==> src/design/sfr_pkg.sv <==
// ----------------------------------------------------------------------------
// sfr_pkg
// shared types and constants of the stuffed frame receiver
// ----------------------------------------------------------------------------
package sfr_pkg;

  localparam int unsigned BYTE_W           = 8;
  localparam int unsigned KIND_W           = 2;
  localparam int unsigned COUNT_W          = 7;
  localparam int unsigned BUFFER_BYTES_DEF = 64;

  localparam logic [BYTE_W-1:0] START_BYTE    = 8'h7E;
  localparam logic [BYTE_W-1:0] END_BYTE      = 8'h7D;
  localparam logic [BYTE_W-1:0] ESC_BYTE      = 8'h7F;
  localparam logic [BYTE_W-1:0] ESC_MASK      = 8'h7F;
  localparam logic [BYTE_W-1:0] STATION_RESET = 8'h01;

  typedef enum logic [2:0] {
    PH_HUNT,
    PH_ADDR,
    PH_CODE,
    PH_CODE_ESC,
    PH_DATA,
    PH_DATA_ESC
  } phase_e;

  typedef enum logic [KIND_W-1:0] {
    KIND_DATA,
    KIND_GOOD,
    KIND_BAD,
    KIND_OVFL
  } kind_e;

  typedef struct packed {
    kind_e              kind;
    logic [BYTE_W-1:0]  value;
    logic [COUNT_W-1:0] count;
  } result_t;

endpackage

==> src/design/sfr_byte_if.sv <==
// ----------------------------------------------------------------------------
// sfr_byte_if
// valid/ready channel carrying one received serial byte
// ----------------------------------------------------------------------------
interface sfr_byte_if;

  logic                      valid;
  logic                      ready;
  logic [sfr_pkg::BYTE_W-1:0] rx_byte;

  modport source (output valid, output rx_byte, input ready);
  modport sink   (input valid, input rx_byte, output ready);

endinterface

==> src/design/sfr_result_if.sv <==
// ----------------------------------------------------------------------------
// sfr_result_if
// valid/ready channel carrying one deframer result word
// ----------------------------------------------------------------------------
interface sfr_result_if;

  logic                        valid;
  logic                        ready;
  logic [sfr_pkg::KIND_W-1:0]  kind;
  logic [sfr_pkg::BYTE_W-1:0]  value;
  logic [sfr_pkg::COUNT_W-1:0] count;

  modport source (output valid, output kind, output value, output count, input ready);
  modport sink   (input valid, input kind, input value, input count, output ready);

endinterface

==> src/design/sfr_in_stage.sv <==
// ----------------------------------------------------------------------------
// sfr_in_stage
// input register holding the next byte for the deframer
// ----------------------------------------------------------------------------
module sfr_in_stage (
  input  logic                       clk_i,
  input  logic                       rst_ni,
  input  logic                       valid_i,
  output logic                       ready_o,
  input  logic [sfr_pkg::BYTE_W-1:0] byte_i,
  input  logic                       take_i,
  output logic                       valid_o,
  output logic [sfr_pkg::BYTE_W-1:0] byte_o
);

  logic                       valid_q;
  logic [sfr_pkg::BYTE_W-1:0] byte_q;
  logic                       load;

  assign ready_o = !valid_q || take_i;
  assign load    = valid_i && ready_o;

  always_ff @(posedge clk_i or negedge rst_ni) begin
    if (!rst_ni) begin
      valid_q <= 1'b0;
    end else if (ready_o) begin
      valid_q <= valid_i;
    end
  end

  always_ff @(posedge clk_i) begin
    if (load) begin
      byte_q <= byte_i;
    end
  end

  assign valid_o = valid_q;
  assign byte_o  = byte_q;

endmodule

==> src/design/sfr_deframe.sv <==
// ----------------------------------------------------------------------------
// sfr_deframe
// frame state machine, unescaping, byte count and checksum
// ----------------------------------------------------------------------------
module sfr_deframe #(
  parameter int unsigned BUFFER_BYTES = sfr_pkg::BUFFER_BYTES_DEF
) (
  input  logic                       clk_i,
  input  logic                       rst_ni,
  input  logic                       step_i,
  input  logic [sfr_pkg::BYTE_W-1:0] byte_i,
  input  logic [sfr_pkg::BYTE_W-1:0] station_address_i,
  output logic                       res_valid_o,
  output sfr_pkg::result_t           res_o
);

  localparam int unsigned CntW = $clog2(BUFFER_BYTES);

  sfr_pkg::phase_e            phase_q, phase_d;
  logic [sfr_pkg::BYTE_W-1:0] code_q, code_d;
  logic [CntW-1:0]            count_q, count_d;
  logic [sfr_pkg::BYTE_W-1:0] sum_q, sum_d;
  logic [sfr_pkg::BYTE_W-1:0] prev_q, prev_d;

  logic                       is_esc;
  logic                       is_end;
  logic                       is_data;
  logic                       is_frame_end;
  logic                       full;
  logic [sfr_pkg::BYTE_W-1:0] data_byte;
  logic [sfr_pkg::BYTE_W-1:0] expect_sum;
  logic [sfr_pkg::BYTE_W-1:0] got_sum;

  assign is_esc       = (byte_i == sfr_pkg::ESC_BYTE);
  assign is_end       = (byte_i == sfr_pkg::END_BYTE);
  assign is_data      = (phase_q == sfr_pkg::PH_DATA && !is_esc && !is_end)
                        || (phase_q == sfr_pkg::PH_DATA_ESC);
  assign is_frame_end = (phase_q == sfr_pkg::PH_DATA) && is_end;
  assign full         = (count_q == CntW'(BUFFER_BYTES - 1));
  assign data_byte    = (phase_q == sfr_pkg::PH_DATA_ESC) ? (byte_i & sfr_pkg::ESC_MASK)
                                                          : byte_i;
  assign expect_sum   = ~(station_address_i + code_q + sum_q);
  assign got_sum      = (count_q != '0 && count_q < CntW'(BUFFER_BYTES - 1)) ? prev_q
                                                                            : '0;

  // next phase
  always_comb begin
    phase_d = phase_q;
    unique case (phase_q)
      sfr_pkg::PH_HUNT: begin
        if (byte_i == sfr_pkg::START_BYTE) phase_d = sfr_pkg::PH_ADDR;
      end
      sfr_pkg::PH_ADDR:     phase_d = sfr_pkg::PH_CODE;
      sfr_pkg::PH_CODE: begin
        phase_d = is_esc ? sfr_pkg::PH_CODE_ESC : sfr_pkg::PH_DATA;
      end
      sfr_pkg::PH_CODE_ESC: phase_d = sfr_pkg::PH_DATA;
      sfr_pkg::PH_DATA: begin
        if (is_esc) begin
          phase_d = sfr_pkg::PH_DATA_ESC;
        end else if (is_end || full) begin
          phase_d = sfr_pkg::PH_HUNT;
        end
      end
      sfr_pkg::PH_DATA_ESC: begin
        phase_d = full ? sfr_pkg::PH_HUNT : sfr_pkg::PH_DATA;
      end
      default:              phase_d = sfr_pkg::PH_HUNT;
    endcase
  end

  // frame datapath
  always_comb begin
    code_d  = code_q;
    count_d = count_q;
    sum_d   = sum_q;
    prev_d  = prev_q;
    if (phase_q == sfr_pkg::PH_CODE) begin
      count_d = '0;
      sum_d   = '0;
      prev_d  = '0;
      if (!is_esc) code_d = byte_i;
    end else if (phase_q == sfr_pkg::PH_CODE_ESC) begin
      code_d = byte_i & sfr_pkg::ESC_MASK;
    end else if (is_data && !full) begin
      if (count_q != '0) sum_d = sum_q + prev_q;
      prev_d  = data_byte;
      count_d = count_q + CntW'(1);
    end
  end

  // result word
  always_comb begin
    res_valid_o = 1'b0;
    res_o.kind  = sfr_pkg::KIND_DATA;
    res_o.value = data_byte;
    res_o.count = sfr_pkg::COUNT_W'(count_q);
    if (is_data) begin
      res_valid_o = 1'b1;
      if (full) begin
        res_o.kind  = sfr_pkg::KIND_OVFL;
        res_o.value = code_q;
        res_o.count = sfr_pkg::COUNT_W'(BUFFER_BYTES);
      end
    end else if (is_frame_end) begin
      res_valid_o = 1'b1;
      res_o.kind  = (expect_sum == got_sum) ? sfr_pkg::KIND_GOOD : sfr_pkg::KIND_BAD;
      res_o.value = code_q;
    end
  end

  always_ff @(posedge clk_i or negedge rst_ni) begin
    if (!rst_ni) begin
      phase_q <= sfr_pkg::PH_HUNT;
      code_q  <= '0;
      count_q <= '0;
      sum_q   <= '0;
      prev_q  <= '0;
    end else if (step_i) begin
      phase_q <= phase_d;
      code_q  <= code_d;
      count_q <= count_d;
      sum_q   <= sum_d;
      prev_q  <= prev_d;
    end
  end

  a_addr_then_code: assert property (@(posedge clk_i) disable iff (!rst_ni)
    step_i && phase_q == sfr_pkg::PH_ADDR |=> phase_q == sfr_pkg::PH_CODE)
    else $error("address byte not followed by code phase");

  a_count_in_range: assert property (@(posedge clk_i) disable iff (!rst_ni)
    count_q <= CntW'(BUFFER_BYTES - 1))
    else $error("byte count beyond buffer");

  a_ovfl_hunts: assert property (@(posedge clk_i) disable iff (!rst_ni)
    step_i && res_valid_o && res_o.kind == sfr_pkg::KIND_OVFL
    |=> phase_q == sfr_pkg::PH_HUNT)
    else $error("overflow did not return to hunting");

  a_data_counts: assert property (@(posedge clk_i) disable iff (!rst_ni)
    step_i && res_valid_o && res_o.kind == sfr_pkg::KIND_DATA
    |=> count_q == $past(count_q) + CntW'(1))
    else $error("data word did not advance byte count");

endmodule

==> src/design/sfr_out_stage.sv <==
// ----------------------------------------------------------------------------
// sfr_out_stage
// result register driving the output channel
// ----------------------------------------------------------------------------
module sfr_out_stage (
  input  logic             clk_i,
  input  logic             rst_ni,
  input  logic             load_i,
  input  sfr_pkg::result_t res_i,
  output logic             space_o,
  sfr_result_if.source     res_o
);

  logic             valid_q;
  sfr_pkg::result_t res_q;

  assign space_o = !valid_q || res_o.ready;

  always_ff @(posedge clk_i or negedge rst_ni) begin
    if (!rst_ni) begin
      valid_q <= 1'b0;
    end else if (space_o) begin
      valid_q <= load_i;
    end
  end

  always_ff @(posedge clk_i) begin
    if (load_i && space_o) begin
      res_q <= res_i;
    end
  end

  assign res_o.valid = valid_q;
  assign res_o.kind  = res_q.kind;
  assign res_o.value = res_q.value;
  assign res_o.count = res_q.count;

endmodule

==> src/design/stuffed_frame_receiver_unit.sv <==
// ----------------------------------------------------------------------------
// stuffed_frame_receiver_unit
// byte-stuffed frame deframer with data words and checksum status per frame
// path: bytes pass the input register and deframer into the output register
// throughput: a byte per cycle unless res_o stalls (single-pass state update)
// reset: hunting for a start byte, frame state cleared, station address 1
// ----------------------------------------------------------------------------
module stuffed_frame_receiver_unit #(
  parameter int unsigned BUFFER_BYTES = sfr_pkg::BUFFER_BYTES_DEF
) (
  input  logic                       clk_i,
  input  logic                       rst_ni,
  input  logic                       cfg_we_i,
  input  logic [sfr_pkg::BYTE_W-1:0] cfg_wdata_i,
  sfr_byte_if.sink                   rx_i,
  sfr_result_if.source               res_o
);

  logic [sfr_pkg::BYTE_W-1:0] station_q;
  logic                       in_valid;
  logic [sfr_pkg::BYTE_W-1:0] in_byte;
  logic                       step;
  logic                       res_valid;
  logic                       out_space;
  sfr_pkg::result_t           res;

  always_ff @(posedge clk_i or negedge rst_ni) begin
    if (!rst_ni) begin
      station_q <= sfr_pkg::STATION_RESET;
    end else if (cfg_we_i) begin
      station_q <= cfg_wdata_i;
    end
  end

  assign step = in_valid && (!res_valid || out_space);

  sfr_in_stage u_in (
    .clk_i   (clk_i),
    .rst_ni  (rst_ni),
    .valid_i (rx_i.valid),
    .ready_o (rx_i.ready),
    .byte_i  (rx_i.rx_byte),
    .take_i  (step),
    .valid_o (in_valid),
    .byte_o  (in_byte)
  );

  sfr_deframe #(
    .BUFFER_BYTES (BUFFER_BYTES)
  ) u_deframe (
    .clk_i             (clk_i),
    .rst_ni            (rst_ni),
    .step_i            (step),
    .byte_i            (in_byte),
    .station_address_i (station_q),
    .res_valid_o       (res_valid),
    .res_o             (res)
  );

  sfr_out_stage u_out (
    .clk_i   (clk_i),
    .rst_ni  (rst_ni),
    .load_i  (step && res_valid),
    .res_i   (res),
    .space_o (out_space),
    .res_o   (res_o)
  );

endmodule

==> src/flat_wrapper.sv <==
// flat-port wrapper written by rule: the top's interface ports become plain ports
module stuffed_frame_receiver_unit_flat 
#(
  parameter int unsigned BUFFER_BYTES = sfr_pkg::BUFFER_BYTES_DEF
)
  (clk_i, rst_ni, cfg_we_i, cfg_wdata_i, rx_i_valid, rx_i_rx_byte, rx_i_ready, res_o_valid, res_o_kind, res_o_value, res_o_count, res_o_ready);
  sfr_byte_if rx_i_i ();
  sfr_result_if res_o_i ();
  input  logic clk_i;
  input  logic rst_ni;
  input  logic cfg_we_i;
  input  logic [sfr_pkg::BYTE_W-1:0] cfg_wdata_i;
  input wire logic [$bits(rx_i_i.valid)-1:0] rx_i_valid;
  input wire logic [$bits(rx_i_i.rx_byte)-1:0] rx_i_rx_byte;
  output wire logic [$bits(rx_i_i.ready)-1:0] rx_i_ready;
  output wire logic [$bits(res_o_i.valid)-1:0] res_o_valid;
  output wire logic [$bits(res_o_i.kind)-1:0] res_o_kind;
  output wire logic [$bits(res_o_i.value)-1:0] res_o_value;
  output wire logic [$bits(res_o_i.count)-1:0] res_o_count;
  input wire logic [$bits(res_o_i.ready)-1:0] res_o_ready;
  assign rx_i_i.valid = rx_i_valid;
  assign rx_i_i.rx_byte = rx_i_rx_byte;
  assign rx_i_ready = rx_i_i.ready;
  assign res_o_valid = res_o_i.valid;
  assign res_o_kind = res_o_i.kind;
  assign res_o_value = res_o_i.value;
  assign res_o_count = res_o_i.count;
  assign res_o_i.ready = res_o_ready;
  stuffed_frame_receiver_unit #(.BUFFER_BYTES(BUFFER_BYTES)) u_core (.clk_i(clk_i), .rst_ni(rst_ni), .cfg_we_i(cfg_we_i), .cfg_wdata_i(cfg_wdata_i), .rx_i(rx_i_i), .res_o(res_o_i));
endmodule
==> config.mk <==
export PLATFORM = sky130hd
export DESIGN_NAME = stuffed_frame_receiver_unit_flat
export DESIGN_NICKNAME = d
export VERILOG_FILES = /design/src/design/sfr_pkg.sv /design/src/design/sfr_byte_if.sv /design/src/design/sfr_result_if.sv /design/src/design/sfr_in_stage.sv /design/src/design/sfr_deframe.sv /design/src/design/sfr_out_stage.sv /design/src/design/stuffed_frame_receiver_unit.sv /design/src/flat_wrapper.sv
export SDC_FILE = /design/constraint.sdc
export NUM_CORES = 1
export LEC_CHECK = 0
export BUFFER_PORTS_ARGS = -buffer_cell sky130_fd_sc_hd__buf_2
export CORE_MARGIN = 3
export CORE_UTILIZATION = 45
export CTS_CLUSTER_DIAMETER = 40
export DETAILED_ROUTE_END_ITERATION = 10
export PLACE_DENSITY = 0.66
export SYNTH_ARGS = -nofsm -noshare
export SYNTH_HDL_FRONTEND = slang
export SYNTH_SLANG_ARGS = --single-unit
==> constraint.sdc <==
create_clock -name clk_i -period 3.3 [get_ports clk_i]
set_input_delay 0.33 -clock clk_i [delete_from_list [all_inputs] [get_ports clk_i]]
set_output_delay 0.33 -clock clk_i [all_outputs]
set_load 0.02 [all_outputs]
==> After elaboration in Yosys (flattened, before gate mapping) <==
Cells that the tools add are included.
Widths: inputs -> output; s select.
{ "word_totals": {"regBits": 68, "in_bits": 21, "output_inout_bits": 19, "word_cells": 90} }
{ "classes": {"addsub": 4, "n_lt_le_gt_ge": 1, "eq_ne": 14, "mux": 28, "bitwise_logic": 1, "n_reduce_logical": 29} }
{ "op_table": {"columns": ["op", "n"], "rows": [
  ["$mux 8", 12],
  ["$add 8x8->8", 3],
  ["$eq 8x7->1 const B", 3],
  ["$mux 6", 4],
  ["$mux 10", 2],
  ["$pmux 3 s6", 1],
  ["$mux 17", 1],
  ["$mux 3", 5],
  ["$logic_and 1x1->1", 9],
  ["$reduce_and 3->1", 3],
  ["$eq 8x8->1", 1],
  ["$not 8->8", 1],
  ["$add 6x1->6 const B", 1],
  ["$eq 3x2->1 const B", 2],
  ["$eq 3x3->1 const B", 2],
  ["$eq 6x6->1 const B", 1],
  ["$logic_not 1->1", 6],
  ["$lt 6x6->1 const B", 1],
  ["$ne 2x2->1 const B", 3],
  ["$reduce_bool 2->1", 3],
  ["$reduce_bool 6->1", 1],
  ["$logic_or 1x1->1", 5],
  ["$reduce_and 4->1", 1],
  ["$eq 3x1->1 const B", 1],
  ["other kinds (4)", 5]
]} }

==> Logic depth before layout (Yosys ltp) <==
Gate-level depths: netlist of the first run.
{ "depth": {"word_depth": 11, "depth_mapped": 13, "depth_no_buf": 13} }

==> Modules after synthesis <==
From an unflattened synthesis of the first run, not the netlist that was laid out.
{ "unflattened": {"cells_unflattened": 325, "hier_area_um2": 3792.4} }
{ "modules_own_cells": {"columns": ["mod", "instances", "cells_each", "area_per_inst_um2", "seq_area_each_um2"], "rows": [
  ["sfr_deframe", 1, 272, 2583.7, 825.8],
  ["sfr_out_stage", 1, 21, 564.3, 535.5],
  ["stuffed_frame_receiver_unit", 1, 20, 350.3, 201.4],
  ["sfr_in_stage", 1, 12, 294.0, 265.3]
]} }

==> Worst setup path before layout of the first run <==
Ideal clock, no wire load.
{ "synth_timing": {"path_kind": "reg-to-reg", "from": "register u_core.u_deframe.sum_q[1] in the netlist's numbering", "to": "register u_core.u_out.res_q, in the netlist u_core.u_out.res_o.kind[1], data pin", "setup_ps": 264, "arrival_ps": 2897, "required_ps": 3036, "setup_slack_ps": 140, "path_stages_with_launch": 14, "path_buffers": 0, "period_less_slack_ps": 3160, "cell_sequence": "dfrtp_1 > inv_1 > fa_1 > inv_1 > ha_1 > inv_1 > fa_1 > nand2b_1 > a21oi_1 > a21o_1 > a21oi_1 > xnor2_1 > a211o_1 > o41a_1"} }
{ "synth_rtl": {"columns": ["item", "line_no", "source"], "rows": [
  ["start: declaration", "sfr_deframe.sv:22", "logic [sfr_pkg::BYTE_W-1:0] sum_q, sum_d;"],
  ["start signal: assignment", "sfr_deframe.sv:123", "sum_q <= sum_d;"],
  ["end signal: assignment", "sfr_out_stage.sv:29", "res_q <= res_i;"],
  ["end: declaration", "sfr_out_stage.sv:15", "sfr_pkg::result_t res_q;"]
]} }

==> flow_metrics.py, run 1 <==
metrics = {
    "final_layout": {
        "nNetsFinal": 429,
        "diodes": 0,
        "synthToLayoutAreaGrowth_pct": 14.5,
        "final_layout_size_suffix_gt1_share_pct": 25.7,
        "design_area_mm2": 0.00432,
        "fin_util_pct": 54.5,
    },
    "routing": {
        "dr.pass1.iters": 4,
        "vias": 2607,
        "drt-total-wl_um": 7740,
        "remaining_drc_errors": 0,
        "initialDrtViolationCount": 114,
        "antenna_left": 0,
        "wire_per_inst_um": 15.8,
        "avgViaCountPerCell": 5.31,
    },
    "timing": {
        "clock.fmax_mhz": 318,
        "hold_viol_final": 0,
        "worst_pin_slew_ns": 0.970,
        "finClkSkew_ns": 0.0125,
        "post-route-period-util_pct": 95.2,
        "rsz0062_at_grt": "false",
        "tns_ns": 0,
        "slew_headroom_pct": 35.4,
        "final_max_slew_viol_count": 0,
        "setup_viol": 0,
        "final.min_clock_period_ns": 3.14,
    },
    "clock_network": {
        "cts_tree": "done",
        "numCtsBuffers": 9,
        "clk_pin_slew_worst_paths_ns": 0.08,
        "clk_latency_ns": 0.34,
        "root_buffer": "clkbuf_8",
        "clock_sinks": 68,
        "clockBufferDepth": 2,
        "htree_levels": 3,
    },
    "global_routing": {
        "grtUsageTotal_pct": 17.5,
        "overflow": 0,
        "grt_pass1_wl_um": 13300,
        "grt_max_degree": 44,
        "first_global_vias": 2590,
        "antenna_found_initial": 0,
    },
    "place": {
        "dpl.hpwl_um": 5820,
        "place_congestion": 0.814,
        "placed_area_mm2": 0.00407,
        "io_buffers": 39,
    },
    "synthesis": {
        "yosysWarnings": 0,
        "seq_area_frac_synth_pct": 48.5,
        "synth_cell_types": 62,
        "avgSynthCellArea_um2": 11.1,
        "synth_nets": 384,
        "synth-edff-count": 25,
        "synth_area_leaders": "dfrtp_1, edfxtp_1, mux2_2, ha_1, fa_1",
        "synth_top_area_share_pct": 27.9,
        "ys.flop_type": "dfrtp_1",
        "synthCells": 339,
        "yosysTopAreaCell": "dfrtp_1",
        "ys_ff_latch": 68,
        "async_reset_ff_share_pct": 63.2,
        "synth_area_mm2": 0.00377,
    },
    "floorplanning": {
        "die_x_um": 97.5,
        "fp.dieH_um": 97.5,
        "rows": 32,
        "core_mm2": 0.00793,
        "fp.dieArea_mm2": 0.00952,
        "boundaryPins": 40,
        "start_util_pct": 47.6,
    },
    "worst_setup_path": {
        "path_buf_inv": 4,
        "crit_chain": "inv_2, fa_1, inv_1, ha_2, inv_1, fa_2, nand2b_4, a21oi_4, buf_4, xnor3_1, o32ai_1, a2bb2oi_1, or3_1, o21bai_1",
        "crit_top_cell": "inv_1",
        "arrival_ns": 3.33,
        "cp_max_fo": 2,
        "slowest_delay_ns": 0.41,
        "cp_slowest_cell": "fa_1",
        "path_class": "reg -> reg",
        "worstPathRequired_ns": 3.49,
        "end_kind": "register",
        "cp_top_family": "adder cells",
        "worst_setup_path_start_kind": "register",
    },
    "pwr": {
        "p_per_area_mw_per_mm2": 455,
        "leakage_nw": 1.87,
        "vdd_drop_max_mv": 0.323,
    },
    "worst_hold_path": {
        "hold_class": "in -> async",
    },
    "status": {
        "status": "finished, final reports clean",
    },
    "run": {
        "maxCapViolations": 0,
    },
}
synth_stat cells, types with 2 or more instances:
cell type,number
a21o_1,4
a21oi_1,10
a22o_1,4
and2_1,2
and3_1,3
and3b_1,2
buf_2,6
clkbuf_1,2
dfrtp_1,42
edfxtp_1,25
fa_1,9
ha_1,15
inv_1,17
mux2_2,17
mux2i_1,2
nand2_1,36
nand2b_1,7
nand3_1,6
nand3b_1,2
nand4_1,3
nor2_1,16
nor2b_1,10
nor3_1,8
o21ai_0,25
o21ai_1,8
o21bai_1,2
o31ai_1,2
xnor2_1,15
xor2_1,6
placed cells by master (no fill, tap or decap), types with 4 or more instances in the layout:
master / n
dfrtp_1: 42
buf_2: 39
nand2_1: 36
edfxtp_1: 25
o21ai_0: 24
mux2_2: 17
nor2_1: 16
inv_1: 15
xnor2_1: 14
ha_1: 14
nor2b_1: 10
a21oi_1: 9
o21ai_1: 9
clkbuf_8: 9
fa_1: 8
nand2b_1: 6
nor3_1: 6
nand3_1: 6
xor2_1: 6
buf_4: 5
a21o_1: 4
a22o_1: 4
flip-flops by register name, summed over array words and instances, names as in the netlist, 2 cells and up:
signal,count
u_core.u_deframe.sum_q,8
u_core.u_deframe.count_q,6
u_core.u_out.res_o.kind,2
u_core.u_out.res_o.count,7
u_core.u_deframe.prev_q,8
u_core.u_deframe.code_q,8
u_core.u_deframe.phase_q,3
u_core.u_in.byte_o,8
u_core.station_q,8
u_core.u_out.res_o.value,8
layout make-up:
class                      count  area [um2]
fill                         697        3610
tap                          102         128
multi-input combinational    243        1860
timing repair buffer          44         233
clock inverter                 7        75.1
sequential                    68        1830
inverter                      18        67.6
clock buffer                   9         124
final timing paths:
path	end	cells past startpoint	slack (ns)	from
worst min register to register	u_core.u_deframe.sum_q[7]$_DFFE_PN0P_	1	0.51	u_core.u_deframe.sum_q[7]$_DFFE_PN0P_
min in group clk_i	u_core.u_in.byte_o[3]$_DFFE_PP_	1	0.16	rx_i_rx_byte[3]
worst max-delay path	u_core.u_out.res_o.kind[0]$_DFFE_PP_	14	0.16	u_core.u_deframe.sum_q[1]$_DFFE_PN0P_
worst max register to register	u_core.u_out.res_o.kind[0]$_DFFE_PP_	14	0.16	u_core.u_deframe.sum_q[1]$_DFFE_PN0P_
worst min-delay path	u_core.station_q[6]$_DFFE_PN0P_	1	0.14	rst_ni
max in group asynchronous	u_core.u_deframe.code_q[7]$_DFFE_PN0P_	1	2.56	rst_ni
cell families (layout without fill, tap and decap cells):
group | Yosys count | count (layout) | share of synthesized area, %
and+or+nand+nor | 110 | 110 | 16.0
DFF | 68 | 68 | 48.5
AOI/OAI and AO/OA | 67 | 67 | 11.2
buffers and inverters | 28 | 78 | 3.18
adders and majority gates | 24 | 24 | 9.75
xor gates and xnor gates | 22 | 22 | 5.47
muxes | 20 | 20 | 5.91
power breakdown:
| group | internal [mW] | leakage, nW | switching, mW |
|---|---|---|---|
| logic | 0.140 | 0.983 | 0.154 |
| clock network | 0.351 | 0.0918 | 0.334 |
| registers | 0.925 | 0.791 | 0.0590 |
| total | 1.42 | 1.87 | 0.547 |
per-layer routing:
metal / vias to the layer above / global-route usage, % / share of wire, %
met5: - / 0 / 0
met4: 0 / 5.86 / 1.5
met3: 11 / 3.30 / 4.8
met2: 63 / 26.8 / 46
met1: 1251 / 25.0 / 48
li1: 1282 / - / -
metrics by stage:
stage               worst slack, ns  power, mW  std cells  hold WS [ns]
finish                        0.158       1.96        491         0.139
global route                0.00915       2.07        491         0.146
CTS                          0.0297       1.97        489         0.148
detailed placement           0.0455       1.29        473         0.508
global placement              0.120       1.28        473         0.501
floorplan                     0.140       1.20        339        0.0344
timing repair:
action                                  CTS  global route
hold buffers                              0             0
endpoints found under the setup margin    0             2
setup buffers                             0             2
hold endpoints to repair                  0             0
gates resized for setup                   0            10
Note: power is estimated with default switching activity, not from simulation.
==> run 2, diff against run 1 <==
--- a/config.mk
+++ b/config.mk
@@ -11,6 +11,7 @@
 export CTS_CLUSTER_DIAMETER = 40
 export DETAILED_ROUTE_END_ITERATION = 10
 export PLACE_DENSITY = 0.66
+export RECOVER_POWER = 100
 export SYNTH_ARGS = -nofsm -noshare
 export SYNTH_HDL_FRONTEND = slang
 export SYNTH_SLANG_ARGS = --single-unit
==> flow_metrics.py, run 2 (same netlist as run 1, synthesis figures left out) <==
metrics = {
    "status": {
        "status": "complete, but fails checks",
        "violations": "capacitance limit, slew limit",
    },
    "global_routing": {
        "overflow": 0,
        "first_global_vias": 2590,
        "grt_max_degree": 44,
        "grt_pass1_wl_um": 13300,
        "antenna_found_initial": 0,
        "grtUsageTotal_pct": 17.5,
    },
    "worst_setup_path": {
        "worst_setup_path_start_kind": "register",
        "path_buf_inv": 4,
        "reg2reg_slack_ns": 0.16,
        "cp_slowest_cell": "fa_1",
        "end_kind": "register",
        "worstPathRequired_ns": 3.49,
        "crit_chain": "inv_2, fa_1, inv_1, ha_2, inv_1, fa_2, nand2b_4, a21oi_4, buf_4, xnor3_1, o32ai_1, a2bb2oi_1, or3_1, o21bai_1",
        "path_class": "reg -> reg",
        "slowest_delay_ns": 0.41,
        "arrival_ns": 3.33,
        "cp_top_family": "adder cells",
        "reg2reg_to": "u_core.u_out.res_o.kind[0]$_DFFE_PP_",
        "worst_r2r_path_depth": 14,
        "cp_max_fo": 2,
        "r2r_start": "u_core.u_deframe.sum_q[1]$_DFFE_PN0P_",
        "crit_top_cell": "inv_1",
        "critical_path_depth": 14,
    },
    "clock_network": {
        "hold_buffers": 0,
        "clk_pin_slew_worst_paths_ns": 0.08,
        "numCtsBuffers": 9,
        "htree_levels": 3,
        "clock_sinks": 68,
        "clockBufferDepth": 2,
        "cts_tree": "done",
        "clk_latency_ns": 0.34,
        "root_buffer": "clkbuf_8",
    },
    "floorplanning": {
        "boundaryPins": 40,
        "core_mm2": 0.00793,
        "fp.dieArea_mm2": 0.00952,
        "fp.dieH_um": 97.5,
        "die_x_um": 97.5,
        "rows": 32,
        "start_util_pct": 47.6,
    },
    "routing": {
        "dr.pass1.iters": 4,
        "avgViaCountPerCell": 5.34,
        "drt-total-wl_um": 7780,
        "initialDrtViolationCount": 83,
        "antenna_left": 0,
        "remaining_drc_errors": 0,
        "wire_per_inst_um": 15.8,
        "vias": 2621,
    },
    "timing": {
        "clock.fmax_mhz": 318,
        "rsz0062_at_grt": "false",
        "hold_viol_final": 0,
        "setup_viol": 0,
        "worst_pin_slew_ns": 2.30,
        "slew_headroom_pct": -53.6,
        "setup_slack_ns": 0.158,
        "finClkSkew_ns": 0.0129,
        "final_max_slew_viol_count": 44,
        "tns_ns": 0,
        "final.min_clock_period_ns": 3.14,
        "post-route-period-util_pct": 95.2,
    },
    "pwr": {
        "finalPower_mw": 1.96,
        "vdd_drop_max_mv": 0.324,
        "leakage_nw": 1.80,
        "p_per_area_mw_per_mm2": 460,
    },
    "place": {
        "dpl.hpwl_um": 5820,
        "dp.cells": 473,
        "io_buffers": 39,
        "place_congestion": 0.814,
        "pre_cts_slack_ns": 0.0455,
    },
    "worst_hold_path": {
        "hold_class": "in -> reg",
        "worstHoldStart": "rx_i_rx_byte[3]",
        "holdPathEnd": "u_core.u_in.byte_o[3]$_DFFE_PP_",
        "hold_path_depth": 1,
    },
    "final_layout": {
        "diodes": 0,
        "fin_cells": 491,
        "final_layout_size_suffix_gt1_share_pct": 19.3,
        "mostFrequentLayoutCell": "dfrtp_1",
        "fin_util_pct": 53.7,
        "final_cell_mix": "dfrtp_1, nand2_1, o21ai_0",
        "synthToLayoutAreaGrowth_pct": 12.9,
        "nNetsFinal": 429,
    },
    "run": {
        "maxCapViolations": 1,
    },
}
==> run 2: metrics by stage <==
step           hold slack (ns)  instance area [um2]
6_report                 0.160                 4260
5_1_grt                  0.146                 4260
4_1_cts                  0.148                 4270
3_5_place_dp             0.508                 4070
3_3_place_gp             0.501                 4070
2_1_floorplan           0.0344                 3770
==> run 2: final cells by class <==
type	count	area, um2
clock buffers	9	124
flip-flops and latches	68	1830
well taps	102	128
multi-input cells	243	1830
inverters	18	67.6
clock inverters	7	75.1
fillers	710	3670
repair buffers	44	203
==> run 2: worst max path at each step <==
stage / from / endpoint / slack, ns
6_report: u_core.u_deframe.sum_q[1]$_DFFE_PN0P_ / u_core.u_out.res_o.kind[0]$_DFFE_PP_ / 0.16
4_1_cts: u_core.u_deframe.sum_q[1]$_DFFE_PN0P_ / u_core.u_out.res_o.kind[1]$_DFFE_PP_ / 0.03
5_1_grt: u_core.u_deframe.code_q[1]$_DFFE_PN0P_ / u_core.u_out.res_o.kind[0]$_DFFE_PP_ / 0.009
3_5_place_dp: u_core.u_deframe.sum_q[1]$_DFFE_PN0P_ / u_core.u_out.res_o.kind[1]$_DFFE_PP_ / 0.05
2_1_floorplan: u_core.u_deframe.sum_q[1]$_DFFE_PN0P_ / u_core.u_out.res_o.kind[1]$_DFFE_PP_ / 0.14
3_3_place_gp: u_core.u_deframe.sum_q[1]$_DFFE_PN0P_ / u_core.u_out.res_o.kind[1]$_DFFE_PP_ / 0.12
==> run 2: power by group <==
group | internal, mW | switching (mW) | leakage (nW)
sequential | 0.924 | 0.0592 | 0.791
clock | 0.351 | 0.334 | 0.0918
combinational | 0.139 | 0.153 | 0.919
total | 1.41 | 0.546 | 1.80
==> run 2: timing repair <==
item,in CTS,in global routing
resized for setup,0,10
setup endpoints to repair,0,2
setup buffers,0,2
==> run 2: metal layers <==
metal	wire (um)	up-vias	GRT usage (%)
met5	0	-	0
li1	-	1282	-
met2	3560	70	26.8
met3	453	11	3.30
met4	114	0	5.86
met1	3650	1258	25.0
==> run 3, diff against run 2 <==
--- a/config.mk
+++ b/config.mk
@@ -10,8 +10,9 @@
 export CORE_UTILIZATION = 45
 export CTS_CLUSTER_DIAMETER = 40
 export DETAILED_ROUTE_END_ITERATION = 10
-export PLACE_DENSITY = 0.66
+export PLACE_DENSITY = 0.62
 export RECOVER_POWER = 100
+export SLEW_MARGIN = 25
 export SYNTH_ARGS = -nofsm -noshare
 export SYNTH_HDL_FRONTEND = slang
 export SYNTH_SLANG_ARGS = --single-unit
==> flow_metrics.py, run 3 (same netlist as run 1, synthesis figures left out) <==
metrics = {
    "routing": {
        "initialDrtViolationCount": 120,
        "vias": 2575,
        "wire_per_inst_um": 15.8,
        "avgViaCountPerCell": 5.24,
        "dr.pass1.iters": 4,
        "antenna_left": 0,
        "remaining_drc_errors": 0,
        "drt-total-wl_um": 7770,
    },
    "global_routing": {
        "grt_pass1_wl_um": 13500,
        "antenna_found_initial": 0,
        "grt_max_degree": 44,
        "grtUsageTotal_pct": 18.0,
        "first_global_vias": 2599,
        "overflow": 0,
    },
    "final_layout": {
        "final_cell_mix": "dfrtp_1, nand2_1, o21ai_0",
        "final_layout_size_suffix_gt1_share_pct": 17.5,
        "nNetsFinal": 429,
        "design_area_mm2": 0.00423,
        "mostFrequentLayoutCell": "dfrtp_1",
        "diodes": 0,
        "synthToLayoutAreaGrowth_pct": 12.1,
    },
    "clock_network": {
        "root_buffer": "clkbuf_8",
        "numCtsBuffers": 9,
        "clock_sinks": 68,
        "htree_levels": 3,
        "clockBufferDepth": 2,
        "clk_pin_slew_worst_paths_ns": 0.07,
        "clk_latency_ns": 0.35,
        "cts_tree": "done",
    },
    "place": {
        "pre_cts_slack_ns": 0.0844,
        "io_buffers": 39,
        "placed_area_mm2": 0.00408,
        "place_congestion": 0.847,
        "dpl.hpwl_um": 5810,
    },
    "worst_setup_path": {
        "slowest_delay_ns": 0.41,
        "crit_top_cell": "inv_1",
        "crit_chain": "inv_2, fa_1, inv_1, ha_1, inv_1, fa_2, nand2b_1, a21oi_2, buf_4, xor2_1, nand2_1, a2bb2oi_1, or3_1, o21bai_1",
        "worstPathRequired_ns": 3.50,
        "cp_max_fo": 3,
        "arrival_ns": 3.31,
        "path_class": "reg -> reg",
        "worst_setup_path_start_kind": "register",
        "cp_slowest_cell": "dfrtp_1",
        "end_kind": "register",
        "cp_top_family": "adder cells",
        "path_buf_inv": 4,
    },
    "floorplanning": {
        "boundaryPins": 40,
        "die_x_um": 97.5,
        "fp.dieArea_mm2": 0.00952,
        "rows": 32,
        "fp.dieH_um": 97.5,
        "core_mm2": 0.00793,
        "start_util_pct": 47.6,
    },
    "pwr": {
        "p_clk_share_pct": 35.4,
        "finalPower_mw": 1.97,
        "leakage_nw": 1.78,
        "intPower_mw": 1.43,
        "switchingPower_mw": 0.541,
        "pwr-share-seq_pct": 49.9,
        "p_per_area_mw_per_mm2": 467,
        "combPwrFrac_pct": 14.6,
        "netSwitchingFraction_pct": 27.4,
        "vdd_drop_max_mv": 0.325,
    },
    "timing": {
        "setup_viol": 0,
        "tns_ns": 0,
        "slew_headroom_pct": -56.6,
        "finClkSkew_ns": 0.00829,
        "worst_pin_slew_ns": 2.35,
        "final_max_slew_viol_count": 44,
        "final.min_clock_period_ns": 3.11,
        "rsz0062_at_grt": "false",
        "hold_ws_ns": 0.150,
        "post-route-period-util_pct": 94.3,
        "hold_viol_final": 0,
        "clock.fmax_mhz": 321,
        "setup_slack_ns": 0.187,
    },
    "worst_hold_path": {
        "hold_class": "in -> reg",
    },
    "status": {
        "status": "complete, but fails checks",
        "violations": "capacitance limit, slew limit",
    },
    "run": {
        "maxCapViolations": 1,
    },
}
run 3: changes by cell type in the layout (fill, tap and decap cells not counted), moves of 2 or more:
cell / before / now
nand2b_4: 2 / 0
o21ai_0: 30 / 32
buf_4: 3 / 1
clkbuf_2: 2 / 0
nand2b_1: 6 / 8
clkbuf_1: 20 / 23
o21ai_1: 3 / 1
run 3: path summary, 6_finish.rpt:
kind / start / to / slack [ns] / cells past startpoint
worst max-delay path: u_core.u_deframe.sum_q[1]$_DFFE_PN0P_ / u_core.u_out.res_o.kind[0]$_DFFE_PP_ / 0.19 / 14
worst min-delay path: rx_i_rx_byte[1] / u_core.u_in.byte_o[1]$_DFFE_PP_ / 0.15 / 1
worst max register to register: u_core.u_deframe.sum_q[1]$_DFFE_PN0P_ / u_core.u_out.res_o.kind[0]$_DFFE_PP_ / 0.19 / 14
worst min register to register: u_core.u_deframe.sum_q[7]$_DFFE_PN0P_ / u_core.u_deframe.sum_q[7]$_DFFE_PN0P_ / 0.51 / 1
max in group asynchronous: rst_ni / u_core.u_deframe.count_q[0]$_DFFE_PN0P_ / 0.72 / 2
min in group asynchronous: rst_ni / u_core.station_q[3]$_DFFE_PN0P_ / 1.23 / 2
run 3: power groups by stage:
stage / clock [mW] / combinational [mW] / sequential, mW
after CTS: 0.715 / 0.286 / 0.986
after global routing: 0.761 / 0.335 / 0.992
after floorplan: 0 / 0.216 / 0.979
final: 0.699 / 0.288 / 0.985
after global placement: 0 / 0.281 / 1.00
after detailed placement: 0 / 0.283 / 1.00
run 3: layout make-up:
| cell class | count | area [um2] |
|---|---|---|
| Inverter | 18 | 67.6 |
| Sequential cell | 68 | 1830 |
| Clock inverter | 6 | 63.8 |
| Tap cell | 102 | 128 |
| Clock buffer | 10 | 138 |
| Multi-Input combinational cell | 243 | 1800 |
| Fill cell | 722 | 3700 |
| Timing Repair Buffer | 44 | 199 |
run 3: routing by layer:
layer | global-route usage, % | vias up | share of wire [%]
met4 | 7.03 | 0 | 1.8
met2 | 26.5 | 52 | 43
li1 | - | 1285 | -
met1 | 25.7 | 1229 | 51
met3 | 4.16 | 9 | 3.9
met5 | 0 | - | 0
run 3: repair_timing:
item	in CTS	in global routing
hold buffers	0	1
buffers inserted	0	0
endpoints found under the hold margin	0	5
setup endpoints to repair	0	2
resized for setup	0	5
run 3: through the flow:
stage | instances | utilization, %
2_1_floorplan | 339 | -
3_5_place_dp | 474 | 51.4
6_report | 491 | 53.3
5_1_grt | 491 | 53.3
3_3_place_gp | 474 | 51.4
4_1_cts | 490 | 54.0
